==> src/rtl/upd_pkg.sv <==
`default_nettype none
// ----------------------------------------------------------------------------
// upd_pkg
// Types, constants and helpers shared by the percent-decoder modules.
// ----------------------------------------------------------------------------
package upd_pkg;

    localparam logic [7:0] PCT_CHAR = 8'h25;
    localparam logic [4:0] NOT_HEX  = 5'd16;

    // Escape phase of the front end; the two-bit code for 3 is never entered.
    typedef enum logic [1:0] {
        PH_IDLE  = 2'd0,
        PH_PCT   = 2'd1,
        PH_DIGIT = 2'd2
    } t_phase;

    // Up to three result bytes released by one input item.
    typedef struct packed {
        logic [7:0] byte0;
        logic [7:0] byte1;
        logic [7:0] byte2;
        logic [1:0] cnt;
        logic       text_end;
    } t_job;

    // Nibble value of a hex digit, NOT_HEX when the byte is not one.
    function automatic logic [4:0] hex_value(input logic [7:0] b);
        logic [4:0] v;
        v = NOT_HEX;
        if (b >= 8'h30 && b <= 8'h39) begin
            v = {1'b0, b[3:0]};
        end else if ((b >= 8'h41 && b <= 8'h46) || (b >= 8'h61 && b <= 8'h66)) begin
            v = {1'b0, b[3:0] + 4'd9};
        end
        return v;
    endfunction

endpackage
`default_nettype wire

==> src/rtl/upd_front.sv <==
`default_nettype none
// ----------------------------------------------------------------------------
// upd_front
// Tracks the escape phase and turns each accepted byte into a job of
// zero to three result bytes.
// ----------------------------------------------------------------------------
module upd_front
    import upd_pkg::*;
(
    input  wire logic       i_clk,
    input  wire logic       i_rst_n,
    input  wire logic       i_accept,
    input  wire logic [7:0] i_in_byte,
    input  wire logic       i_in_last,
    output t_job            o_job,
    output logic            o_job_valid,
    output t_phase          o_phase
);

    t_phase     r_phase;
    t_phase     n_phase;
    logic [7:0] r_held;
    logic [7:0] n_held;
    logic [4:0] in_hex;
    logic [4:0] held_hex;
    logic       in_is_hex;
    logic       in_is_pct;

    assign in_hex    = hex_value(i_in_byte);
    assign held_hex  = hex_value(r_held);
    assign in_is_hex = (in_hex != NOT_HEX);
    assign in_is_pct = (i_in_byte == PCT_CHAR);

    // Next phase
    always_comb begin
        n_phase = r_phase;
        n_held  = r_held;
        if (i_accept) begin
            case (r_phase)
                PH_PCT: begin
                    if (in_is_hex) begin
                        n_phase = PH_DIGIT;
                        n_held  = i_in_byte;
                    end else begin
                        n_phase = in_is_pct ? PH_PCT : PH_IDLE;
                    end
                end
                PH_DIGIT: begin
                    if (in_is_hex) begin
                        n_phase = PH_IDLE;
                    end else begin
                        n_phase = in_is_pct ? PH_PCT : PH_IDLE;
                    end
                end
                default: begin
                    n_phase = in_is_pct ? PH_PCT : PH_IDLE;
                end
            endcase
            // flush at end of text
            if (i_in_last) begin
                n_phase = PH_IDLE;
            end
        end
    end

    // Job contents
    always_comb begin
        o_job          = '0;
        o_job.text_end = i_in_last;
        case (r_phase)
            PH_PCT: begin
                o_job.byte0 = PCT_CHAR;
                if (in_is_hex) begin
                    o_job.byte1 = i_in_byte;
                    o_job.cnt   = i_in_last ? 2'd2 : 2'd0;
                end else begin
                    o_job.byte1 = in_is_pct ? PCT_CHAR : i_in_byte;
                    o_job.cnt   = (in_is_pct && !i_in_last) ? 2'd1 : 2'd2;
                end
            end
            PH_DIGIT: begin
                if (in_is_hex) begin
                    o_job.byte0 = {held_hex[3:0], in_hex[3:0]};
                    o_job.cnt   = 2'd1;
                end else begin
                    o_job.byte0 = PCT_CHAR;
                    o_job.byte1 = r_held;
                    o_job.byte2 = in_is_pct ? PCT_CHAR : i_in_byte;
                    o_job.cnt   = (in_is_pct && !i_in_last) ? 2'd2 : 2'd3;
                end
            end
            default: begin
                o_job.byte0 = i_in_byte;
                o_job.cnt   = (in_is_pct && !i_in_last) ? 2'd0 : 2'd1;
            end
        endcase
    end

    // drop jobs that release nothing
    assign o_job_valid = i_accept && (o_job.cnt != 2'd0);
    assign o_phase     = r_phase;

    always_ff @(posedge i_clk) begin
        if (!i_rst_n) begin
            r_phase <= PH_IDLE;
            r_held  <= '0;
        end else begin
            r_phase <= n_phase;
            r_held  <= n_held;
        end
    end

endmodule
`default_nettype wire

==> src/rtl/upd_queue.sv <==
`default_nettype none
// ----------------------------------------------------------------------------
// upd_queue
// Short job queue between the front end and the byte serializer.
// ----------------------------------------------------------------------------
module upd_queue
    import upd_pkg::*;
#(
    parameter int DEPTH = 4
) (
    input  wire logic                       i_clk,
    input  wire logic                       i_rst_n,
    input  wire logic                       i_wr,
    input  wire t_job                       i_wr_job,
    input  wire logic                       i_rd,
    output t_job                            o_rd_job,
    output logic                            o_empty,
    output logic                            o_full,
    output logic [$clog2(DEPTH+1)-1:0]      o_count
);

    localparam int PW = (DEPTH > 1) ? $clog2(DEPTH) : 1;
    localparam int CW = $clog2(DEPTH + 1);
    localparam logic [PW-1:0] LAST_PTR = PW'(DEPTH - 1);
    localparam logic [CW-1:0] FULL_CNT = CW'(DEPTH);

    t_job          r_mem [DEPTH];
    logic [PW-1:0] r_wr_ptr;
    logic [PW-1:0] r_rd_ptr;
    logic [CW-1:0] r_count;
    logic          do_wr;
    logic          do_rd;

    assign o_empty  = (r_count == '0);
    assign o_full   = (r_count == FULL_CNT);
    assign o_count  = r_count;
    assign o_rd_job = r_mem[r_rd_ptr];
    assign do_wr    = i_wr && !o_full;
    assign do_rd    = i_rd && !o_empty;

    always_ff @(posedge i_clk) begin
        if (do_wr) begin
            r_mem[r_wr_ptr] <= i_wr_job;
        end
    end

    always_ff @(posedge i_clk) begin
        if (!i_rst_n) begin
            r_wr_ptr <= '0;
            r_rd_ptr <= '0;
            r_count  <= '0;
        end else begin
            if (do_wr) begin
                r_wr_ptr <= (r_wr_ptr == LAST_PTR) ? '0 : r_wr_ptr + 1'b1;
            end
            if (do_rd) begin
                r_rd_ptr <= (r_rd_ptr == LAST_PTR) ? '0 : r_rd_ptr + 1'b1;
            end
            case ({do_wr, do_rd})
                2'b10:   r_count <= r_count + 1'b1;
                2'b01:   r_count <= r_count - 1'b1;
                default: r_count <= r_count;
            endcase
        end
    end

endmodule
`default_nettype wire

==> src/rtl/upd_back.sv <==
`default_nettype none
// ----------------------------------------------------------------------------
// upd_back
// Serializes the head job one byte per cycle into the output register while it is empty or popped.
// ----------------------------------------------------------------------------
module upd_back
    import upd_pkg::*;
(
    input  wire logic       i_clk,
    input  wire logic       i_rst_n,
    input  wire t_job       i_job,
    input  wire logic       i_job_empty,
    output logic            o_job_rd,
    input  wire logic       i_pop,
    output logic            o_empty,
    output logic [7:0]      o_out_byte,
    output logic            o_out_run_last,
    output logic            o_out_text_end
);

    logic [1:0] r_idx;
    logic [1:0] n_idx;
    logic       r_valid;
    logic       n_valid;
    logic [7:0] r_byte;
    logic       r_run_last;
    logic       r_text_end;
    logic       load;
    logic       take;
    logic       is_last;
    logic [7:0] sel_byte;

    assign load    = !r_valid || i_pop;
    assign take    = load && !i_job_empty;
    assign is_last = (r_idx == i_job.cnt - 2'd1);

    always_comb begin
        case (r_idx)
            2'd1:    sel_byte = i_job.byte1;
            2'd2:    sel_byte = i_job.byte2;
            default: sel_byte = i_job.byte0;
        endcase
    end

    always_comb begin
        n_idx    = r_idx;
        n_valid  = r_valid && !i_pop;
        o_job_rd = 1'b0;
        if (take) begin
            n_valid = 1'b1;
            if (is_last) begin
                // job done: advance the queue
                n_idx    = '0;
                o_job_rd = 1'b1;
            end else begin
                n_idx = r_idx + 2'd1;
            end
        end
    end

    always_ff @(posedge i_clk) begin
        if (take) begin
            r_byte     <= sel_byte;
            r_run_last <= is_last;
            r_text_end <= is_last && i_job.text_end;
        end
    end

    always_ff @(posedge i_clk) begin
        if (!i_rst_n) begin
            r_idx   <= '0;
            r_valid <= 1'b0;
        end else begin
            r_idx   <= n_idx;
            r_valid <= n_valid;
        end
    end

    assign o_empty        = !r_valid;
    assign o_out_byte     = r_byte;
    assign o_out_run_last = r_run_last;
    assign o_out_text_end = r_text_end;

endmodule
`default_nettype wire

==> src/rtl/uri_percent_decoder.sv <==
`default_nettype none
// ----------------------------------------------------------------------------
// uri_percent_decoder
// Streaming percent-escape decoder: one raw byte in, zero to three bytes out.
// ----------------------------------------------------------------------------
// Path: the first result of an item passes through the job queue and then
//   the output register on its way to the output ports.
// Throughput: one input item per cycle into a JOB_DEPTH-deep job queue while
//   it is not full; the serializer sends one byte per cycle while the output
//   is empty or popped, and one item releases at most three bytes.
// Reset: synchronous, active low; clears escape phase, queue and output valid.
// ----------------------------------------------------------------------------
module uri_percent_decoder
    import upd_pkg::*;
#(
    parameter int JOB_DEPTH = 4
) (
    input  wire logic       i_clk,
    input  wire logic       i_rst_n,
    input  wire logic       push,
    output logic            full,
    input  wire logic [7:0] i_in_byte,
    input  wire logic       i_in_last,
    output logic            empty,
    input  wire logic       pop,
    output logic [7:0]      o_out_byte,
    output logic            o_out_run_last,
    output logic            o_out_text_end
);

    localparam int CW = $clog2(JOB_DEPTH + 1);

    t_job          f_job;
    logic          f_job_valid;
    t_phase        f_phase;
    t_job          q_job;
    logic          q_empty;
    logic          q_full;
    logic          q_rd;
    logic [CW-1:0] q_count;
    logic          accept;

    assign full   = q_full;
    assign accept = push && !q_full;

    upd_front u_front (
        .i_clk       (i_clk),
        .i_rst_n     (i_rst_n),
        .i_accept    (accept),
        .i_in_byte   (i_in_byte),
        .i_in_last   (i_in_last),
        .o_job       (f_job),
        .o_job_valid (f_job_valid),
        .o_phase     (f_phase)
    );

    upd_queue #(
        .DEPTH (JOB_DEPTH)
    ) u_queue (
        .i_clk    (i_clk),
        .i_rst_n  (i_rst_n),
        .i_wr     (f_job_valid),
        .i_wr_job (f_job),
        .i_rd     (q_rd),
        .o_rd_job (q_job),
        .o_empty  (q_empty),
        .o_full   (q_full),
        .o_count  (q_count)
    );

    upd_back u_back (
        .i_clk          (i_clk),
        .i_rst_n        (i_rst_n),
        .i_job          (q_job),
        .i_job_empty    (q_empty),
        .o_job_rd       (q_rd),
        .i_pop          (pop),
        .o_empty        (empty),
        .o_out_byte     (o_out_byte),
        .o_out_run_last (o_out_run_last),
        .o_out_text_end (o_out_text_end)
    );

    // End of text leaves the front end idle.
    a_last_idle: assert property (@(posedge i_clk) disable iff (!i_rst_n)
        accept && i_in_last |=> f_phase == PH_IDLE)
        else $error("phase not idle after last byte");

    // A last byte always produces a job.
    a_last_job: assert property (@(posedge i_clk) disable iff (!i_rst_n)
        accept && i_in_last |-> f_job_valid)
        else $error("last byte released no result");

    // End of text only on the last byte of a run.
    a_end_run: assert property (@(posedge i_clk) disable iff (!i_rst_n)
        !empty && o_out_text_end |-> o_out_run_last)
        else $error("text end without run last");

    // When the queue is full, its count equals the depth.
    a_q_count: assert property (@(posedge i_clk) disable iff (!i_rst_n)
        q_full |-> q_count == CW'(JOB_DEPTH))
        else $error("queue full flag disagrees with count");

endmodule
`default_nettype wire
==> config.mk <==
export PLATFORM = sky130hd
export DESIGN_NAME = uri_percent_decoder
export DESIGN_NICKNAME = d
export VERILOG_FILES = /design/src/rtl/upd_pkg.sv /design/src/rtl/upd_front.sv /design/src/rtl/upd_queue.sv /design/src/rtl/upd_back.sv /design/src/rtl/uri_percent_decoder.sv
export SDC_FILE = /design/constraint.sdc
export NUM_CORES = 1
export LEC_CHECK = 0
export ABC_CLOCK_PERIOD_IN_PS = 6400
export BUFFER_PORTS_ARGS = -buffer_cell sky130_fd_sc_hd__buf_2
export CAP_MARGIN = 25
export CORE_MARGIN = 10
export CORE_UTILIZATION = 30
export DETAILED_ROUTE_END_ITERATION = 12
export HOLD_SLACK_MARGIN = 0.06
export PLACE_DENSITY = 0.42
export SYNTH_ARGS = -nofsm -noshare
export SYNTH_HDL_FRONTEND = slang
export SYNTH_HIERARCHICAL = 1
export SYNTH_SLANG_ARGS = --single-unit
==> constraint.sdc <==
create_clock -name i_clk -period 6.4 [get_ports i_clk]
set_input_delay 0.96 -clock i_clk [delete_from_list [all_inputs] [get_ports i_clk]]
set_output_delay 0.96 -clock i_clk [all_outputs]
set_load 0.005 [all_outputs]
==> results.rst <==
.. list-table::
   :header-rows: 1

   * - Metric
     - Value
   * - Result of the run
     - finished clean
   * - First-pass DRT Iterations
     - 4
   * - Max Cap Violations
     - 0
   * - Maximum clock frequency
     - 283.6 MHz
   * - Antenna violations before repair
     - 0
   * - Leakage power summed over all cells
     - 0.002425 µW
   * - DRC violation total after the first TritonRoute iteration
     - 190
   * - Max Slew Vio Count
     - 0
   * - Count of warnings emitted by yosys
     - 6
   * - Total vias in the final route
     - 3486
   * - Post-layout minimum cycle time
     - 3.526 ns
   * - Aggregate global-route resource usage
     - 10.84%
   * - Unrepaired setup endpoints after global routing
     - false
   * - Fraction of power consumed by combinational cells
     - 20.2%
   * - Clock Pin Slew Worst Setup and Hold Paths
     - 0.06 ns
   * - Design internal power
     - 1916 µW
   * - Nets
     - 467
   * - Total core area
     - 20430 µm²
   * - Maximum number of pins on one net before global-route repair
     - 34
   * - Setup skew after layout
     - 0.006468 ns
   * - Worst Setup End Kind
     - flip-flop
   * - Post-Syn Nets
     - 442
   * - Post-DP HPWL
     - 9096 µm
   * - Endpoints failing hold
     - 0
   * - Share of synthesized flip-flops with an asynchronous set or reset
     - 0%
   * - Placement Rows
     - 52
   * - Resized Gates After CTS
     - 0
   * - Post-CTS repair timing setup buffer count
     - 0
   * - Setup violators final
     - 0
   * - Data required, critical path
     - 6.74 ns
   * - Insertion delay of the later-clocked pin in the worst-skew pair
     - 0.41 ns
   * - Final worst setup slack
     - 2.874 ns
   * - Overflow after GRT
     - 0
   * - Initial core utilization
     - 30.85%
   * - Count of flip-flops with a built-in enable after synthesis
     - 118
   * - Final Core Density
     - 35.23%
   * - Average wire length per cell after detail routing
     - 19.08 µm
   * - Tightest Hold Check Type
     - reg2reg
   * - Ratio of total power to cell area
     - 365.0 nW/µm²
   * - Flip-flop and latch count after synthesis
     - 140
   * - Die area
     - 27210 µm²
   * - Average size of a mapped cell
     - 15.30 µm²
   * - Global-route wire length before repair
     - 22000 µm
   * - Fraction of layout cells with a size suffix above 1
     - 20.89%
   * - Worst supply voltage drop on vdd
     - 0.1817 mV
   * - Hold buffers post-CTS
     - 0
   * - Worst Hold Launch
     - u_front/r_held[7]
   * - Antenna diodes
     - 0
   * - Drt total wl
     - 13740 µm
   * - Io pins
     - 25
   * - Remaining routing DRC violations
     - 0
   * - CTS buffer count
     - 17
   * - Top FF cell, synth
     - edfxtp_1
   * - Overall die width
     - 164.9 µm
   * - Vias per std cell
     - 4.842
   * - Setup TNS Final
     - 0 ns
   * - Crit path launch type
     - flip-flop
   * - Switching power total
     - 711.5 µW
   * - Sinks on Clock Net
     - 140
   * - Clock root buffer master
     - clkbuf_16
   * - Cell variety after synth
     - 67
   * - Clock share of power
     - 33.7%
   * - Final non-filler cell total
     - 720
   * - Switching share of total power
     - 27.08%
   * - Worst-case headroom to the max-slew limit
     - 46.63%
   * - Gate count of the mapped netlist
     - 412
   * - Vias in the first global route
     - 3694
   * - Maximum buffer depth of the clock tree
     - 2
   * - CTS tree
     - built
   * - Data arrival time of the critical path
     - 3.87 ns
   * - Die span in y
     - 164.9 µm
   * - Post-synthesis instance area
     - 6302 µm²
   * - H-tree levels
     - 4
   * - Buffers on Ports
     - 24
   * - Area growth from synthesis to final layout
     - 14.21%
   * - WS Path Type
     - reg2reg
   * - Sequential-to-total area share from yosys stat
     - 63.21%
   * - Tightest hold margin
     - 0.4832 ns
   * - Antenna viol nets, final
     - 0
   * - Maximum fanout along the worst path
     - 27
   * - Placed insts
     - 687
   * - Place WS
     - 2.429 ns
   * - Routability congestion estimate from global placement
     - 0.7949
   * - Worst-Margin Slew
     - 0.8005 ns
   * - Filler cell count in the final layout
     - 2005
   * - Share of total power in sequential cells
     - 46.1%
   * - Fin crit share
     - 55.10%
## cell usage after synthesis (all sizes together), types with 2 or more instances
master,count,area [µm²]
edfxtp,118,3543
nand2,39,146.4
mux4,27,634.4
dfxtp,22,440.4
inv,21,78.83
o21ai,20,103.9
ha,16,200.2
and2,14,87.58
mux2i,12,120.1
buf,11,98.84
nor2,10,37.54
clkbuf,9,33.78
a21oi,8,55.06
a22oi,8,60.06
a22o,6,52.55
nand3,6,30.03
nor2b,5,46.30
and3,4,25.02
nand2b,4,25.02
o22ai,4,25.02
a21boi,3,22.52
nor3,3,26.28
nor3b,3,27.52
o211ai,3,22.52
o21a,3,22.52
xnor2,3,26.28
a31oi,2,12.51
nand3b,2,15.01
o221ai,2,23.77
o31ai,2,20.02
or4b,2,23.77
## power groups by stage
stage	clock [µW]	sequential [µW]	combinational, µW
6_report	885	1210	532
3_5_place_dp	0	1270	504
3_3_place_gp	0	1260	503
2_1_floorplan	0	1220	378
4_1_cts	913	1250	507
5_1_grt	960	1230	601
## metrics by stage
step / instance area (µm²) / total power (µW)
5_1_grt: 7198 / 2788
4_1_cts: 7178 / 2669
6_report: 7198 / 2627
2_1_floorplan: 6302 / 1595
3_5_place_dp: 6643 / 1772
3_3_place_gp: 6643 / 1764
## path summary, 6_finish.rpt
check | depth (start not counted) | end | slack (ns)
setup reg to reg | 12 | u_queue/o_count[2] | 2.87
setup / recovery | 12 | u_queue/o_count[2] | 2.87
hold reg to reg | 2 | u_front/r_held[7] | 0.48
hold / removal | 2 | u_front/r_held[7] | 0.48
## layout by cell type (no fill, tap or decap), types with 12 or more instances in the layout
| master | instances |
|---|---|
| edfxtp_1 | 118 |
| inv_1 | 21 |
| nand2_1 | 39 |
| o21ai_0 | 16 |
| mux2i_1 | 12 |
| mux4_2 | 20 |
| dfxtp_1 | 20 |
| clkbuf_16 | 17 |
| ha_1 | 16 |
| buf_2 | 24 |
## cells by family after synthesis
group	Yosys count	share of synthesized area, %
buffers and inverters	41	3.355
AOI/OAI and AO/OA	69	8.120
xor gates and xnor gates	4	0.5560
and+or+nand+nor	101	9.113
DFF	140	63.21
muxes	40	12.15
adders and majority gates	17	3.494
## area by class of cell
| cell class | count | area (µm²) | share of cell area [%] |
|---|---|---|---|
| repair buffers | 26 | 147.6 | 2.051 |
| inverters | 21 | 78.83 | 1.095 |
| well taps | 270 | 337.8 | 4.693 |
| flip-flops and latches | 140 | 3986 | 55.38 |
| clock inverters | 13 | 102.6 | 1.425 |
| multi-input cells | 231 | 2112 | 29.34 |
| clock buffers | 19 | 432.9 | 6.014 |
## state kept, by name, summed over array words and instances, names as in the netlist, named ones only
| register | count |
|---|---|
| u_back/o_out_text_end | 1 |
| u_back/r_idx | 2 |
| u_back/o_out_run_last | 1 |
| u_queue/r_wr_ptr | 2 |
| u_front/o_phase | 2 |
| u_queue/o_count | 3 |
| u_back/r_valid | 1 |
| u_front/r_held | 8 |
| u_queue/r_mem | 108 |
| u_queue/r_rd_ptr | 2 |
| u_back/o_out_byte | 8 |
## worst max-delay path, stage by stage, from the launching register on
cell and delay [ns]:
dfxtp_2 0.82, mux4_2 0.43, xnor2_1 0.24, mux2i_1 0.34, and2_1 0.18, o31ai_1 0.13
inv_1 0.09, ha_1 0.17, inv_1 0.06, fa_1 0.37, xor2_1 0.16, or3_1 0.30
a21boi_0 0.16
## layer usage
| metal | GRT usage [%] | wire length [µm] | vias up |
|---|---|---|---|
| met5 | 0 | 0 | - |
| met3 | 2.888 | 416 | 9 |
| met1 | 14.32 | 6545 | 1768 |
| met4 | 3.502 | 138 | 0 |
| li1 | - | - | 1641 |
| met2 | 16.95 | 6640 | 68 |
Note: power is estimated with default switching activity, not from simulation.
